--- src/mqsb_pkg.sv ---
// shared types and constants for the multi-queue shared buffer
`default_nettype none

package mqsb_pkg;

    // fixed port widths
    localparam int QID_WIDTH  = 2;
    localparam int DATA_PORT_WIDTH = 32;

    typedef enum logic
    {
        OP_ENQ = 1'b0,
        OP_DEQ = 1'b1
    } op_t;

    typedef enum logic [1:0]
    {
        STATUS_OK    = 2'd0,
        STATUS_FULL  = 2'd1,
        STATUS_EMPTY = 2'd2
    } status_t;

endpackage

`default_nettype wire

--- src/multi_queue_shared_buffer.sv ---
// multi-queue shared buffer: per-queue linked lists and a free list in one payload store
//
//   channel  dir  handshake           fields
//   -------  ---  ------------------  ------------------------------
//   in       in   in_valid/in_ready   op, queue_id, data_in
//   out      out  out_valid/out_ready data_out, status
//
// one beat in and one beat out per cycle sustained unless the output stalls; a command is
// taken into the execute register when accepted and then into the output register
// the successor of the free head is read from the link store every cycle, registered,
// and used by the next enqueue
// reset is immediate: never-issued entries are tracked by a fresh pointer, no clearing pass
// a stalled output holds the execute stage, which in turn drops in_ready
`default_nettype none

module multi_queue_shared_buffer
    import mqsb_pkg::*;
#(
    parameter int DEPTH      = 16,
    parameter int QUEUES     = 4,
    parameter int DATA_WIDTH = 32
) (
    input  logic                              clk,
    input  logic                              rst_n,
    // command channel
    input  logic                              in_valid,
    output logic                              in_ready,
    input  logic                              op,
    input  logic [QID_WIDTH-1:0]              queue_id,
    input  logic signed [DATA_PORT_WIDTH-1:0] data_in,
    // result channel
    output logic                              out_valid,
    input  logic                              out_ready,
    output logic signed [DATA_PORT_WIDTH-1:0] data_out,
    output logic [1:0]                        status
);

    // entry index, free count and queue index widths
    localparam int IW  = $clog2(DEPTH);
    localparam int CW  = $clog2(DEPTH + 1);
    localparam int QW  = (QUEUES > 1) ? $clog2(QUEUES) : 1;
    // queue number widened so that range checks against QUEUES are exact
    localparam int QXW = QW + QID_WIDTH;

    // ------------------------------------------------------------------
    // storage
    // ------------------------------------------------------------------
    // link store: successor of each entry on its chain (free list or a queue)
    logic [IW-1:0]         link_mem [DEPTH];
    // payload store
    logic [DATA_WIDTH-1:0] pay_mem  [DEPTH];

    // free list control
    logic [IW-1:0] free_head_reg,  free_head_next;
    logic [CW-1:0] free_count_reg, free_count_next;
    // entries at or above the fresh pointer were never handed out, so their successor is
    // taken as the reset successor (index plus one, wrapping), not read from the link store
    logic [CW-1:0] fresh_reg,      fresh_next;

    // per-queue pointers and occupancy
    logic [IW-1:0]     head_reg [QUEUES];
    logic [IW-1:0]     head_next [QUEUES];
    logic [IW-1:0]     tail_reg [QUEUES];
    logic [IW-1:0]     tail_next [QUEUES];
    logic [QUEUES-1:0] nonempty_reg, nonempty_next;

    // ------------------------------------------------------------------
    // execute stage register (the accepted command)
    // ------------------------------------------------------------------
    logic                  e_valid_reg;
    op_t                   e_op_reg;
    logic [QID_WIDTH-1:0]  e_qid_reg;
    logic [DATA_WIDTH-1:0] e_data_reg;

    // registered memory reads feeding the execute stage
    // free-head successor, read every cycle at the next free head
    logic [IW-1:0]         free_rd_reg;
    logic [IW-1:0]         free_alt_reg;
    logic                  free_alt_sel_reg;
    // head successor and head payload of the accepted command's queue
    logic [IW-1:0]         hlink_rd_reg;
    logic [IW-1:0]         hlink_byp_reg;
    logic                  hlink_byp_sel_reg;
    logic [DATA_WIDTH-1:0] hdata_rd_reg;
    logic [DATA_WIDTH-1:0] hdata_byp_reg;
    logic                  hdata_byp_sel_reg;

    // output register
    logic                              out_valid_reg;
    logic signed [DATA_PORT_WIDTH-1:0] data_out_reg;
    status_t                           status_reg;

    // ------------------------------------------------------------------
    // handshake
    // ------------------------------------------------------------------
    logic e_fire;
    logic in_fire;

    assign e_fire   = e_valid_reg && (!out_valid_reg || out_ready);
    assign in_ready = !e_valid_reg || e_fire;
    assign in_fire  = in_valid && in_ready;

    // ------------------------------------------------------------------
    // execute: one command against the current pointers
    // ------------------------------------------------------------------
    logic [QXW-1:0]              e_qext;
    logic                        e_qok;
    logic [QW-1:0]               e_qsel;
    logic [IW-1:0]               free_link;
    logic [IW-1:0]               head_link;
    logic signed [DATA_WIDTH-1:0] head_data;
    logic [IW-1:0]               cur_head;
    logic [IW-1:0]               cur_tail;
    logic                        cur_nonempty;
    logic                        enq_ok;
    logic                        deq_ok;
    status_t                     e_status;
    logic signed [DATA_PORT_WIDTH-1:0] e_dout;

    // write ports driven by the executing command
    logic          link_we;
    logic [IW-1:0] link_waddr;
    logic [IW-1:0] link_wdata;
    logic          pay_we;
    logic [IW-1:0] pay_waddr;

    always_comb
    begin
        e_qext       = QXW'(e_qid_reg);
        e_qok        = e_qext < QXW'(QUEUES);
        e_qsel       = e_qext[QW-1:0];
        free_link    = free_alt_sel_reg  ? free_alt_reg  : free_rd_reg;
        head_link    = hlink_byp_sel_reg ? hlink_byp_reg : hlink_rd_reg;
        head_data    = hdata_byp_sel_reg ? hdata_byp_reg : hdata_rd_reg;
        cur_head     = e_qok ? head_reg[e_qsel] : '0;
        cur_tail     = e_qok ? tail_reg[e_qsel] : '0;
        cur_nonempty = e_qok ? nonempty_reg[e_qsel] : 1'b0;

        enq_ok = (e_op_reg == OP_ENQ) && e_qok && (free_count_reg != '0);
        deq_ok = (e_op_reg == OP_DEQ) && cur_nonempty;

        free_head_next  = free_head_reg;
        free_count_next = free_count_reg;
        fresh_next      = fresh_reg;
        nonempty_next   = nonempty_reg;
        for (int i = 0; i < QUEUES; i++)
        begin
            head_next[i] = head_reg[i];
            tail_next[i] = tail_reg[i];
        end

        link_we    = 1'b0;
        link_waddr = cur_tail;
        link_wdata = free_head_reg;
        pay_we     = 1'b0;
        pay_waddr  = free_head_reg;

        e_dout   = '0;
        e_status = STATUS_OK;
        if (e_op_reg == OP_ENQ && !enq_ok)
        begin
            e_status = STATUS_FULL;
        end
        else if (e_op_reg == OP_DEQ && !deq_ok)
        begin
            e_status = STATUS_EMPTY;
        end

        if (deq_ok)
        begin
            e_dout = DATA_PORT_WIDTH'(head_data);
        end

        if (e_fire && enq_ok)
        begin
            // take the free head and append it to the queue
            free_head_next  = free_link;
            free_count_next = free_count_reg - CW'(1);
            if (CW'(free_head_reg) == fresh_reg)
            begin
                fresh_next = fresh_reg + CW'(1);
            end
            if (cur_nonempty)
            begin
                link_we    = 1'b1;
                link_waddr = cur_tail;
                link_wdata = free_head_reg;
            end
            else
            begin
                head_next[e_qsel] = free_head_reg;
            end
            tail_next[e_qsel]     = free_head_reg;
            nonempty_next[e_qsel] = 1'b1;
            pay_we    = 1'b1;
            pay_waddr = free_head_reg;
        end
        else if (e_fire && deq_ok)
        begin
            // unlink the head and push it on the free list
            if (cur_head == cur_tail)
            begin
                nonempty_next[e_qsel] = 1'b0;
            end
            else
            begin
                head_next[e_qsel] = head_link;
            end
            link_we        = 1'b1;
            link_waddr     = cur_head;
            link_wdata     = free_head_reg;
            free_head_next = cur_head;
            if (free_count_reg < CW'(DEPTH))
            begin
                free_count_next = free_count_reg + CW'(1);
            end
        end
    end

    // ------------------------------------------------------------------
    // read addresses for the next execute cycle, with write bypass
    // ------------------------------------------------------------------
    logic [QXW-1:0] in_qext;
    logic           in_qok;
    logic [IW-1:0]  hd_rd_addr;
    logic [IW-1:0]  free_rd_addr;
    logic [IW-1:0]  free_succ;
    logic           free_is_fresh;
    logic           free_byp;

    always_comb
    begin
        in_qext      = QXW'(queue_id);
        in_qok       = in_qext < QXW'(QUEUES);
        hd_rd_addr   = in_qok ? head_next[in_qext[QW-1:0]] : '0;
        free_rd_addr = free_head_next;
        free_succ    = (free_rd_addr == IW'(DEPTH - 1)) ? '0 : free_rd_addr + IW'(1);
        free_is_fresh = CW'(free_rd_addr) >= fresh_next;
        free_byp     = link_we && (link_waddr == free_rd_addr);
    end

    // memories: one write port each, registered reads
    always_ff @(posedge clk)
    begin
        if (link_we)
        begin
            link_mem[link_waddr] <= link_wdata;
        end
        if (pay_we)
        begin
            pay_mem[pay_waddr] <= e_data_reg;
        end
        free_rd_reg <= link_mem[free_rd_addr];
        if (in_fire)
        begin
            hlink_rd_reg <= link_mem[hd_rd_addr];
            hdata_rd_reg <= pay_mem[hd_rd_addr];
        end
    end

    // bypass values and selects for the registered reads
    always_ff @(posedge clk or negedge rst_n)
    begin
        if (!rst_n)
        begin
            free_alt_sel_reg  <= 1'b0;
            hlink_byp_sel_reg <= 1'b0;
            hdata_byp_sel_reg <= 1'b0;
        end
        else
        begin
            free_alt_sel_reg <= free_byp || free_is_fresh;
            if (in_fire)
            begin
                hlink_byp_sel_reg <= link_we && (link_waddr == hd_rd_addr);
                hdata_byp_sel_reg <= pay_we && (pay_waddr == hd_rd_addr);
            end
        end
    end

    always_ff @(posedge clk)
    begin
        // a same-cycle write wins over the reset successor
        free_alt_reg <= free_byp ? link_wdata : free_succ;
        if (in_fire)
        begin
            hlink_byp_reg <= link_wdata;
            hdata_byp_reg <= e_data_reg;
        end
    end

    // ------------------------------------------------------------------
    // state registers
    // ------------------------------------------------------------------
    always_ff @(posedge clk or negedge rst_n)
    begin
        if (!rst_n)
        begin
            free_head_reg  <= '0;
            free_count_reg <= CW'(DEPTH);
            fresh_reg      <= '0;
            nonempty_reg   <= '0;
            for (int i = 0; i < QUEUES; i++)
            begin
                head_reg[i] <= '0;
                tail_reg[i] <= '0;
            end
        end
        else
        begin
            free_head_reg  <= free_head_next;
            free_count_reg <= free_count_next;
            fresh_reg      <= fresh_next;
            nonempty_reg   <= nonempty_next;
            for (int i = 0; i < QUEUES; i++)
            begin
                head_reg[i] <= head_next[i];
                tail_reg[i] <= tail_next[i];
            end
        end
    end

    // execute stage and output register control
    always_ff @(posedge clk or negedge rst_n)
    begin
        if (!rst_n)
        begin
            e_valid_reg   <= 1'b0;
            out_valid_reg <= 1'b0;
        end
        else
        begin
            if (in_fire)
            begin
                e_valid_reg <= 1'b1;
            end
            else if (e_fire)
            begin
                e_valid_reg <= 1'b0;
            end
            if (e_fire)
            begin
                out_valid_reg <= 1'b1;
            end
            else if (out_ready)
            begin
                out_valid_reg <= 1'b0;
            end
        end
    end

    // beat payloads
    always_ff @(posedge clk)
    begin
        if (in_fire)
        begin
            e_op_reg   <= op_t'(op);
            e_qid_reg  <= queue_id;
            e_data_reg <= DATA_WIDTH'(data_in);
        end
        if (e_fire)
        begin
            data_out_reg <= e_dout;
            status_reg   <= e_status;
        end
    end

    assign out_valid = out_valid_reg;
    assign data_out  = data_out_reg;
    assign status    = status_reg;

    // ------------------------------------------------------------------
    // assertions
    // ------------------------------------------------------------------
    // never-issued entries are all on the free list
    a_fresh_free: assert property (@(posedge clk) disable iff (!rst_n)
        free_count_reg >= CW'(DEPTH) - fresh_reg)
        else $error("free count below never-issued entry count");

    // with every queue empty the whole store is free
    a_all_free: assert property (@(posedge clk) disable iff (!rst_n)
        (nonempty_reg == '0) |-> (free_count_reg == CW'(DEPTH)))
        else $error("entries lost with all queues empty");

    // an error beat carries zero data
    a_err_zero: assert property (@(posedge clk) disable iff (!rst_n)
        (out_valid_reg && (status_reg != STATUS_OK)) |-> (data_out_reg == '0))
        else $error("error beat with nonzero data");

    // an executed command always lands in the output register
    a_exec_out: assert property (@(posedge clk) disable iff (!rst_n)
        e_fire |=> out_valid_reg)
        else $error("executed command produced no result beat");

endmodule

`default_nettype wire

--- config.mk ---
export PLATFORM = sky130hd
export DESIGN_NAME = multi_queue_shared_buffer
export DESIGN_NICKNAME = d
export VERILOG_FILES = /design/src/mqsb_pkg.sv /design/src/multi_queue_shared_buffer.sv
export SDC_FILE = /design/constraint.sdc
export NUM_CORES = 1
export LEC_CHECK = 0
export BUFFER_PORTS_ARGS = -buffer_cell sky130_fd_sc_hd__buf_2
export CORE_ASPECT_RATIO = 1.4
export CORE_MARGIN = 2
export CORE_UTILIZATION = 40
export CTS_CLUSTER_SIZE = 20
export DETAILED_ROUTE_END_ITERATION = 8
export PLACE_DENSITY_LB_ADDON = 0.3
export SLEW_MARGIN = 5
export SYNTH_ARGS = -nofsm -noshare
export SYNTH_HDL_FRONTEND = slang
export SYNTH_SLANG_ARGS = --single-unit
--- constraint.sdc ---
create_clock -name clk -period 9.98 [get_ports clk]
set_input_delay 1.497 -clock clk [delete_from_list [all_inputs] [get_ports clk]]
set_output_delay 1.497 -clock clk [all_outputs]
set_load 0.02 [all_outputs]
* Yosys cells after proc, flatten, opt, wreduce, memory -nomap -nowiden
Memories as Yosys holds them, arrays and structs flattened. A register that Yosys moved wholly into a read port is not among the register bits.
Index checks and enable logic that the tools add are counted.
** Storage, ports and cells
- Memories kept :: 2
- Logic and storage cells :: 130
- Input bits :: 39
- Flip-flop bits (word level) :: 164
- RAM bits :: 576
- Output and inout port bits :: 36
** Memories
- pay_mem :: depth 16, bits a word 32, read ports 1, clocked after memory_dff 1, write ports 1, line multi_queue_shared_buffer.sv:51 : logic [DATA_WIDTH-1:0] pay_mem [DEPTH];
- link_mem :: depth 16, bits a word 4, read ports 2, clocked after memory_dff 2, write ports 1, line multi_queue_shared_buffer.sv:49 : logic [IW-1:0] link_mem [DEPTH];
** Cells by class
- Muxes and demuxes :: 52
- Bitwise operators :: 6
- Reduce and logical (&&, ||, !) cells :: 28
- Order comparisons :: 7
- Equality and inequality tests :: 6
- Add/subtract/negate cells :: 4
** Operator list (number)
- $mux 4 :: 18
- $mux 16 :: 4
- $bwmux 16 :: 3
- $mux 32 :: 1
- $mux 5 :: 5
- $bmux 4 s2 :: 3
- $eq 4x4->1 :: 4
- $mux 1 :: 14
- $logic_and 1x1->1 :: 13
- $add 5x1->5 const B :: 2
- $reduce_bool 2->1 :: 5
- $demux 4 s2 :: 1
- $ge 3x3->1 const B :: 2
- $not 2->3 :: 2
- $eq 4x5->1 :: 1
- $ge 4x5->1 :: 1
- $lt 5x5->1 const B :: 1
- $reduce_bool 5->1 :: 1
- $sub 5x1->5 const B :: 1
- $add 4x1->4 const B :: 1
- $and 4x4->4 :: 1
- $eq 4x4->1 const B :: 1
- $logic_not 1->1 :: 4
- $not 4->4 :: 1
- 10 further kinds :: 13

* Logic depth before layout (Yosys ltp)
- Depth in word-level cells :: 14
- Depth in mapped cells :: 16
- Depth with buffers taken out :: 12

* Least setup slack after synthesis
Ideal clock, no wire load.
- Path type :: input -> register
- Start :: in out_ready
- End :: mem pay_mem[0][0], enable pin
- Data required time :: 9519 ps
- Setup time :: 461 ps
- Buffers on the path :: 2
- Arrival :: 5018 ps
- Cell stages on the path :: 7
- Setup slack :: 4501 ps
- Path through :: nand2b_1 -> o2111a_1 -> inv_1 -> clkbuf_1 -> clkbuf_1 -> or3_1 -> nor3_1
** Between the ends
- Longest elaborated chain between the ends :: 6
** RTL lines
- from (decl) :: line multi_queue_shared_buffer.sv:33 : input logic out_ready,
- $logic_or 1x1->1 :: line multi_queue_shared_buffer.sv:99 : assign e_fire = e_valid_reg && (!out_valid_reg || out_ready);
- $logic_and 1x1->1 :: line multi_queue_shared_buffer.sv:99
- $logic_and 1x1->1 :: line multi_queue_shared_buffer.sv:174 : if (e_fire && enq_ok)
- $mux 1 :: line multi_queue_shared_buffer.sv:174
- $mux 1 :: line multi_queue_shared_buffer.sv:249 : if (pay_we)
- $mux 1 (implied by the code) :: line multi_queue_shared_buffer.sv:251 : pay_mem[pay_waddr] <= e_data_reg;
- to (decl) :: line multi_queue_shared_buffer.sv:51
Every way passes these cells.

* Worst setup path after layout
- Start :: reg e_qid_reg[0]
- End :: reg hdata_rd_reg[7], read port of pay_mem (data pin)
** Between the ends
- Longest elaborated chain between the ends :: 12
- Elaborated cells on any way between the ends :: 26
- Classes of those cells :: order compare: 2; eq/ne: 1; mux: 19; bitwise: 1; reduce/logical: 3
** RTL lines
- from (decl) :: line multi_queue_shared_buffer.sv:72 : logic [QID_WIDTH-1:0] e_qid_reg;
- from (signal assigned) :: line multi_queue_shared_buffer.sv:358 : e_qid_reg <= queue_id;
- $not 2->3 (implied by the code)
- $ge 3x3->1 (implied by the code) / $lt 3x1->1 (equally long branches) :: line multi_queue_shared_buffer.sv:191, multi_queue_shared_buffer.sv:207
- $logic_and 1x1->1 (implied by the code) :: line multi_queue_shared_buffer.sv:191, multi_queue_shared_buffer.sv:207
- $mux 4 (implied by the code) :: line multi_queue_shared_buffer.sv:191, multi_queue_shared_buffer.sv:207
- $demux 4 s2 :: line multi_queue_shared_buffer.sv:191, multi_queue_shared_buffer.sv:207
- $bwmux 16 :: line multi_queue_shared_buffer.sv:207 : head_next[e_qsel] = head_link;
- $mux 16 :: line multi_queue_shared_buffer.sv:201 : if (cur_head == cur_tail)
- $mux 16 :: line multi_queue_shared_buffer.sv:198 : else if (e_fire && deq_ok)
- $mux 16 (*) :: line multi_queue_shared_buffer.sv:174
- $bmux 4 s2 (*) :: line multi_queue_shared_buffer.sv:235 : hd_rd_addr = in_qok ? head_next[in_qext[QW-1:0]] : '0;
- $mux 4 (implied by the code) (*) (2 in series) :: line multi_queue_shared_buffer.sv:235
- to (decl) :: line multi_queue_shared_buffer.sv:84 : logic [DATA_WIDTH-1:0] hdata_rd_reg;
Mark *: on every way between the ends. The rest lies on a longest branch, timed or not. The select of a mux whose other input is x is not followed.
A chain may end at the register's enable or synchronous reset.

==> flow_summary.html <==
<table>
<tr><th>Metric</th><th>Value</th></tr>
<tr><th colspan="2">Die</th></tr>
<tr><td>Floorplan die area</td><td>80,000 um2</td></tr>
<tr><td>Row Count</td><td>~120</td></tr>
<tr><td>Die extent in y</td><td>334 um</td></tr>
<tr><td>Chip width</td><td>240 um</td></tr>
<tr><td>Total I/O pin count</td><td>75</td></tr>
<tr><td>Effective utilization at floorplan</td><td>40.2%</td></tr>
<tr><td>Placeable core region</td><td>77,400 um2</td></tr>
<tr><th colspan="2">Logic synthesis</th></tr>
<tr><td>Most used flip-flop cell after synthesis</td><td>sky130_fd_sc_hd__edfxtp_1</td></tr>
<tr><td>Average instance area after synthesis</td><td>17.1 um2</td></tr>
<tr><td>Flip-flop and latch count after synthesis</td><td>780</td></tr>
<tr><td>Fraction of synthesis flops using an asynchronous set or reset pin</td><td>7.05%</td></tr>
<tr><td>Net count after synthesis</td><td>about 1,900</td></tr>
<tr><td>Count of distinct cell types in the synthesized netlist</td><td>68</td></tr>
<tr><td>Total of warnings raised by yosys</td><td>0</td></tr>
<tr><td>Number of synthesized flops with an enable pin</td><td>717</td></tr>
<tr><td>Post-synthesis cell count</td><td>1,817</td></tr>
<tr><td>Summed instance area of the synthesized netlist</td><td>31,100 um2</td></tr>
<tr><td>Share of synthesized area occupied by flip-flops and latches</td><td>74.2%</td></tr>
<tr><th colspan="2">Worst setup path</th></tr>
<tr><td>Critical Path AT</td><td>6.55 ns</td></tr>
<tr><td>Maximum fanout along the worst path</td><td>67</td></tr>
<tr><td>RR Endpoint</td><td>hdata_rd_reg[7]</td></tr>
<tr><td>Nature of the critical path startpoint</td><td>flip-flop</td></tr>
<tr><td>Crit Path Class</td><td>reg -&gt; reg</td></tr>
<tr><td>R2R Path Start</td><td>e_qid_reg[0]</td></tr>
<tr><td>Req. time, crit path</td><td>slightly above 10 ns</td></tr>
<tr><td>Number of cell instances on the worst register-to-register path</td><td>10</td></tr>
<tr><td>Kind of end point of the critical path</td><td>flip-flop</td></tr>
<tr><td>Reg-to-reg setup timing slack</td><td>3.79 ns</td></tr>
<tr><th colspan="2">Cells and area</th></tr>
<tr><td>Layout Area Growth over Synthesis</td><td>12.9%</td></tr>
<tr><td>Top library cells by usage in the layout, fill and taps aside</td><td>sky130_fd_sc_hd__edfxtp_1, sky130_fd_sc_hd__mux2i_1, sky130_fd_sc_hd__o22ai_1</td></tr>
<tr><td>Multi-input gate area</td><td>roughly 7600 um2</td></tr>
<tr><td># nets final</td><td>around 2,000</td></tr>
<tr><td>Fill count</td><td>6,639</td></tr>
<tr><td>Register Area</td><td>between 20,000 and 25,000 um2</td></tr>
<tr><td>Number of flip-flops under the largest register name</td><td>512</td></tr>
<tr><td>Final instance area</td><td>35,100 um2</td></tr>
<tr><td>Leading cell type in the layout, fill and taps excluded</td><td>sky130_fd_sc_hd__edfxtp_1</td></tr>
<tr><td>Ant diodes</td><td>0</td></tr>
<tr><td>Utilization of the core after routing</td><td>45.4%</td></tr>
<tr><td>Largest registers</td><td>pay_mem x512, link_mem x64</td></tr>
<tr><td>Most flops, register</td><td>pay_mem</td></tr>
<tr><td>Layout cell share with drive strength beyond 1</td><td>15.6%</td></tr>
<tr><th colspan="2">Global routing</th></tr>
<tr><td>Met2 Track Usage GR</td><td>31.0%</td></tr>
<tr><td>Gr busiest metal</td><td>met2</td></tr>
<tr><td>Initial antenna violation count</td><td>0</td></tr>
<tr><td>Leftover overflow at the end of global routing</td><td>0</td></tr>
<tr><td>Global router's overall resource usage</td><td>18.3%</td></tr>
<tr><td>Largest net degree at the start of global routing</td><td>121</td></tr>
<tr><td>Vias in the first global route</td><td>between 15,000 and 20,000</td></tr>
<tr><td>First-pass GRT wire length</td><td>approximately 110 mm</td></tr>
<tr><td>Met3 GRT Util</td><td>approximately 2.6%</td></tr>
<tr><td>GR met1 Demand/Resource</td><td>23.8%</td></tr>
<tr><th colspan="2">Placed design</th></tr>
<tr><td>Cell Area, Placed</td><td>32,700 um2</td></tr>
<tr><td>Number of buffer cells added on primary ports</td><td>74</td></tr>
<tr><td>Half-perimeter wire length of the detailed placement result</td><td>38.3 mm</td></tr>
<tr><td>Final weighted congestion of routability-driven global placement</td><td>0.878</td></tr>
<tr><td>Pre-CTS setup slack</td><td>3.51 ns</td></tr>
<tr><th colspan="2">Power</th></tr>
<tr><td>Power density over cell area</td><td>around 190 nW/um2</td></tr>
<tr><td>Worst voltage drop across the vdd grid</td><td>around 0.12 mV</td></tr>
<tr><td>Static Leakage</td><td>0.0114 uW</td></tr>
<tr><th colspan="2">CTS</th></tr>
<tr><td>CTS tree</td><td>built</td></tr>
<tr><td>Maximum number of buffers from clock root to sink</td><td>3</td></tr>
<tr><td>Gates resized, CTS repair</td><td>0</td></tr>
<tr><td>CTS Hold Bufs</td><td>0</td></tr>
<tr><td>Clock slew at the register clock pins of the worst setup and hold paths</td><td>approximately 0.060 ns</td></tr>
<tr><td>Clock sink total</td><td>780</td></tr>
<tr><td>Clock network latency to the later pin of the worst-skew pair</td><td>0.63 ns</td></tr>
<tr><td>TritonCTS Buffers</td><td>77</td></tr>
<tr><td>Deepest level of the CTS H-tree</td><td>3</td></tr>
<tr><td>Root buffer cell</td><td>sky130_fd_sc_hd__clkbuf_16</td></tr>
<tr><td>Post-CTS setup buffer count</td><td>0</td></tr>
<tr><th colspan="2">STA</th></tr>
<tr><td>Setup violators final</td><td>0</td></tr>
<tr><td>Max-slew violations</td><td>0</td></tr>
<tr><td>Clock Skew</td><td>0.0188 ns</td></tr>
<tr><td>TNS Setup</td><td>0 ns</td></tr>
<tr><td>Portion of the clock cycle consumed by the worst path in the final layout</td><td>62.0%</td></tr>
<tr><td>Setup ws final</td><td>approximately 3.8 ns</td></tr>
<tr><td>Setup repair after global routing missed its margin</td><td>no</td></tr>
<tr><td>Worst Max-Slew Pin Slew</td><td>1.19 ns</td></tr>
<tr><td>Top achievable clock speed</td><td>162 MHz</td></tr>
<tr><td>Final hold vios</td><td>0</td></tr>
<tr><td>Final critical-path required period</td><td>6.19 ns</td></tr>
<tr><td>Slew HR</td><td>21.0%</td></tr>
<tr><th colspan="2">Hold path</th></tr>
<tr><td>Type of the most critical hold path</td><td>reg -&gt; reg</td></tr>
<tr><td>Hold-critical path endpoint</td><td>fresh_reg[4]</td></tr>
<tr><td>Launch instance of the worst min-delay path</td><td>fresh_reg[4]</td></tr>
<tr><td>Hold Path Stages</td><td>1</td></tr>
<tr><th colspan="2">Routing</th></tr>
<tr><td>Number of vias after detailed routing</td><td>16,900</td></tr>
<tr><td>Number of remaining DRC errors</td><td>0</td></tr>
<tr><td>Wire length per cell</td><td>24.4 um</td></tr>
<tr><td>Antenna viol nets, final</td><td>0</td></tr>
<tr><td>Drt first pass iters</td><td>5</td></tr>
<tr><td>Final wirelength</td><td>around 73 mm</td></tr>
<tr><td>Via density per instance</td><td>5.59</td></tr>
<tr><td>Number of DRC markers in iteration 0</td><td>1,643</td></tr>
<tr><th colspan="2">Run</th></tr>
<tr><td>Max Cap Viol</td><td>0</td></tr>
<tr><th colspan="2">Outcome</th></tr>
<tr><td>Outcome</td><td>completed</td></tr>
</table>
-- kinds of logic after synthesis --
family	count (synthesis)	share of synthesized area, %
flip-flops	780	74.2
multiplexers	397	13.4
AND/OR/NAND/NOR	247	4.15
AO/OA/AOI/OAI	242	5.31
buffers and inverters	116	1.87
XOR/XNOR	28	0.788
adder cells (fa/ha/maj)	7	0.282
-- report_power, final --
group	leakage, uW	total [uW]	switching (uW)	internal, uW
sequential	0.00754	3660	45.2	3610
combinational	0.00265	102	74.3	27.4
clock	0.00119	2800	1210	1600
total	0.0114	6560	1330	5240
-- final cells by class --
class                   instances  share of cell area, %
clock buffers                 102                   6.11
clock inverters                37                  0.812
inverters                      19                  0.217
multi-input cells             921                   21.6
flip-flops and latches        780                   65.7
well taps                    1045                   3.72
repair buffers                110                   1.89
-- how the worst max path moves through the flow --
stage | start | to | slack, ns | cells past startpoint
floorplan | out_ready | pay_mem[0][0] | 4.50 | 7
global placement | out_ready | hdata_rd_reg[7] | 3.66 | 11
detailed placement | out_ready | hdata_rd_reg[8] | 3.51 | 12
CTS | e_qid_reg[0] | hdata_rd_reg[7] | 3.77 | 10
global route | e_qid_reg[0] | hdata_rd_reg[7] | 3.38 | 10
finish | e_qid_reg[0] | hdata_rd_reg[7] | 3.79 | 10
-- stage by stage --
stage / total power, uW / std cells / hold slack, ns
5_1_grt: 6740 / 3014 / 0.517
6_report: 6560 / 3014 / 0.502
3_5_place_dp: 3830 / 2875 / 0.488
2_1_floorplan: 3760 / 1817 / 0.455
3_3_place_gp: 3830 / 2875 / 0.483
4_1_cts: 6630 / 3014 / 0.503
-- cell usage after synthesis, types with 3 or more instances --
cell type,n,area share [%]
sky130_fd_sc_hd__nand4_2,3,0.12
sky130_fd_sc_hd__inv_1,17,0.21
sky130_fd_sc_hd__clkbuf_1,31,0.37
sky130_fd_sc_hd__or3_1,8,0.16
sky130_fd_sc_hd__o22ai_1,150,3.0
sky130_fd_sc_hd__a211oi_1,3,0.072
sky130_fd_sc_hd__a2bb2oi_1,3,0.084
sky130_fd_sc_hd__dfxtp_1,8,0.51
sky130_fd_sc_hd__or4_1,38,0.92
sky130_fd_sc_hd__o211ai_4,3,0.21
sky130_fd_sc_hd__nand2_1,37,0.45
sky130_fd_sc_hd__o32ai_1,4,0.11
sky130_fd_sc_hd__a21oi_1,21,0.34
sky130_fd_sc_hd__nor3_1,15,0.24
sky130_fd_sc_hd__buf_6,7,0.25
sky130_fd_sc_hd__ha_1,7,0.28
sky130_fd_sc_hd__mux2i_1,348,11
sky130_fd_sc_hd__xor2_1,12,0.34
sky130_fd_sc_hd__edfxtp_1,717,69
sky130_fd_sc_hd__buf_4,10,0.24
sky130_fd_sc_hd__xnor2_1,16,0.45
sky130_fd_sc_hd__buf_1,4,0.048
sky130_fd_sc_hd__dfrtp_1,54,4.3
sky130_fd_sc_hd__mux2_2,36,1.3
sky130_fd_sc_hd__nand3_1,11,0.18
sky130_fd_sc_hd__nand3b_1,5,0.12
sky130_fd_sc_hd__o221ai_1,10,0.28
sky130_fd_sc_hd__mux4_2,13,0.94
sky130_fd_sc_hd__nor2_1,94,1.1
sky130_fd_sc_hd__and2_1,4,0.080
sky130_fd_sc_hd__nand2b_1,11,0.22
sky130_fd_sc_hd__buf_2,45,0.72
sky130_fd_sc_hd__a31oi_1,7,0.14
sky130_fd_sc_hd__nor2b_1,3,0.060
sky130_fd_sc_hd__nand4_1,3,0.060
sky130_fd_sc_hd__o21ai_0,17,0.27
-- worst max-delay path: stages, from the launching register on --
cell                       delay, ns
sky130_fd_sc_hd__edfxtp_1       0.95
sky130_fd_sc_hd__mux4_2         0.51
sky130_fd_sc_hd__and4_1         0.59
sky130_fd_sc_hd__o41a_1         0.69
sky130_fd_sc_hd__nor3_1         0.14
sky130_fd_sc_hd__or4b_2         0.64
sky130_fd_sc_hd__nand4b_1       0.40
sky130_fd_sc_hd__buf_4          0.90
sky130_fd_sc_hd__mux2i_1        0.29
sky130_fd_sc_hd__o22ai_1        0.11
sky130_fd_sc_hd__or4_1          0.55
-- routing by layer --
layer	share of wire (%)	vias up
met2	50	523
li1	-	7391
met4	3.2	0
met5	0	-
met1	42	8808
met3	4.9	136
(Power assumes the default switching activity.)
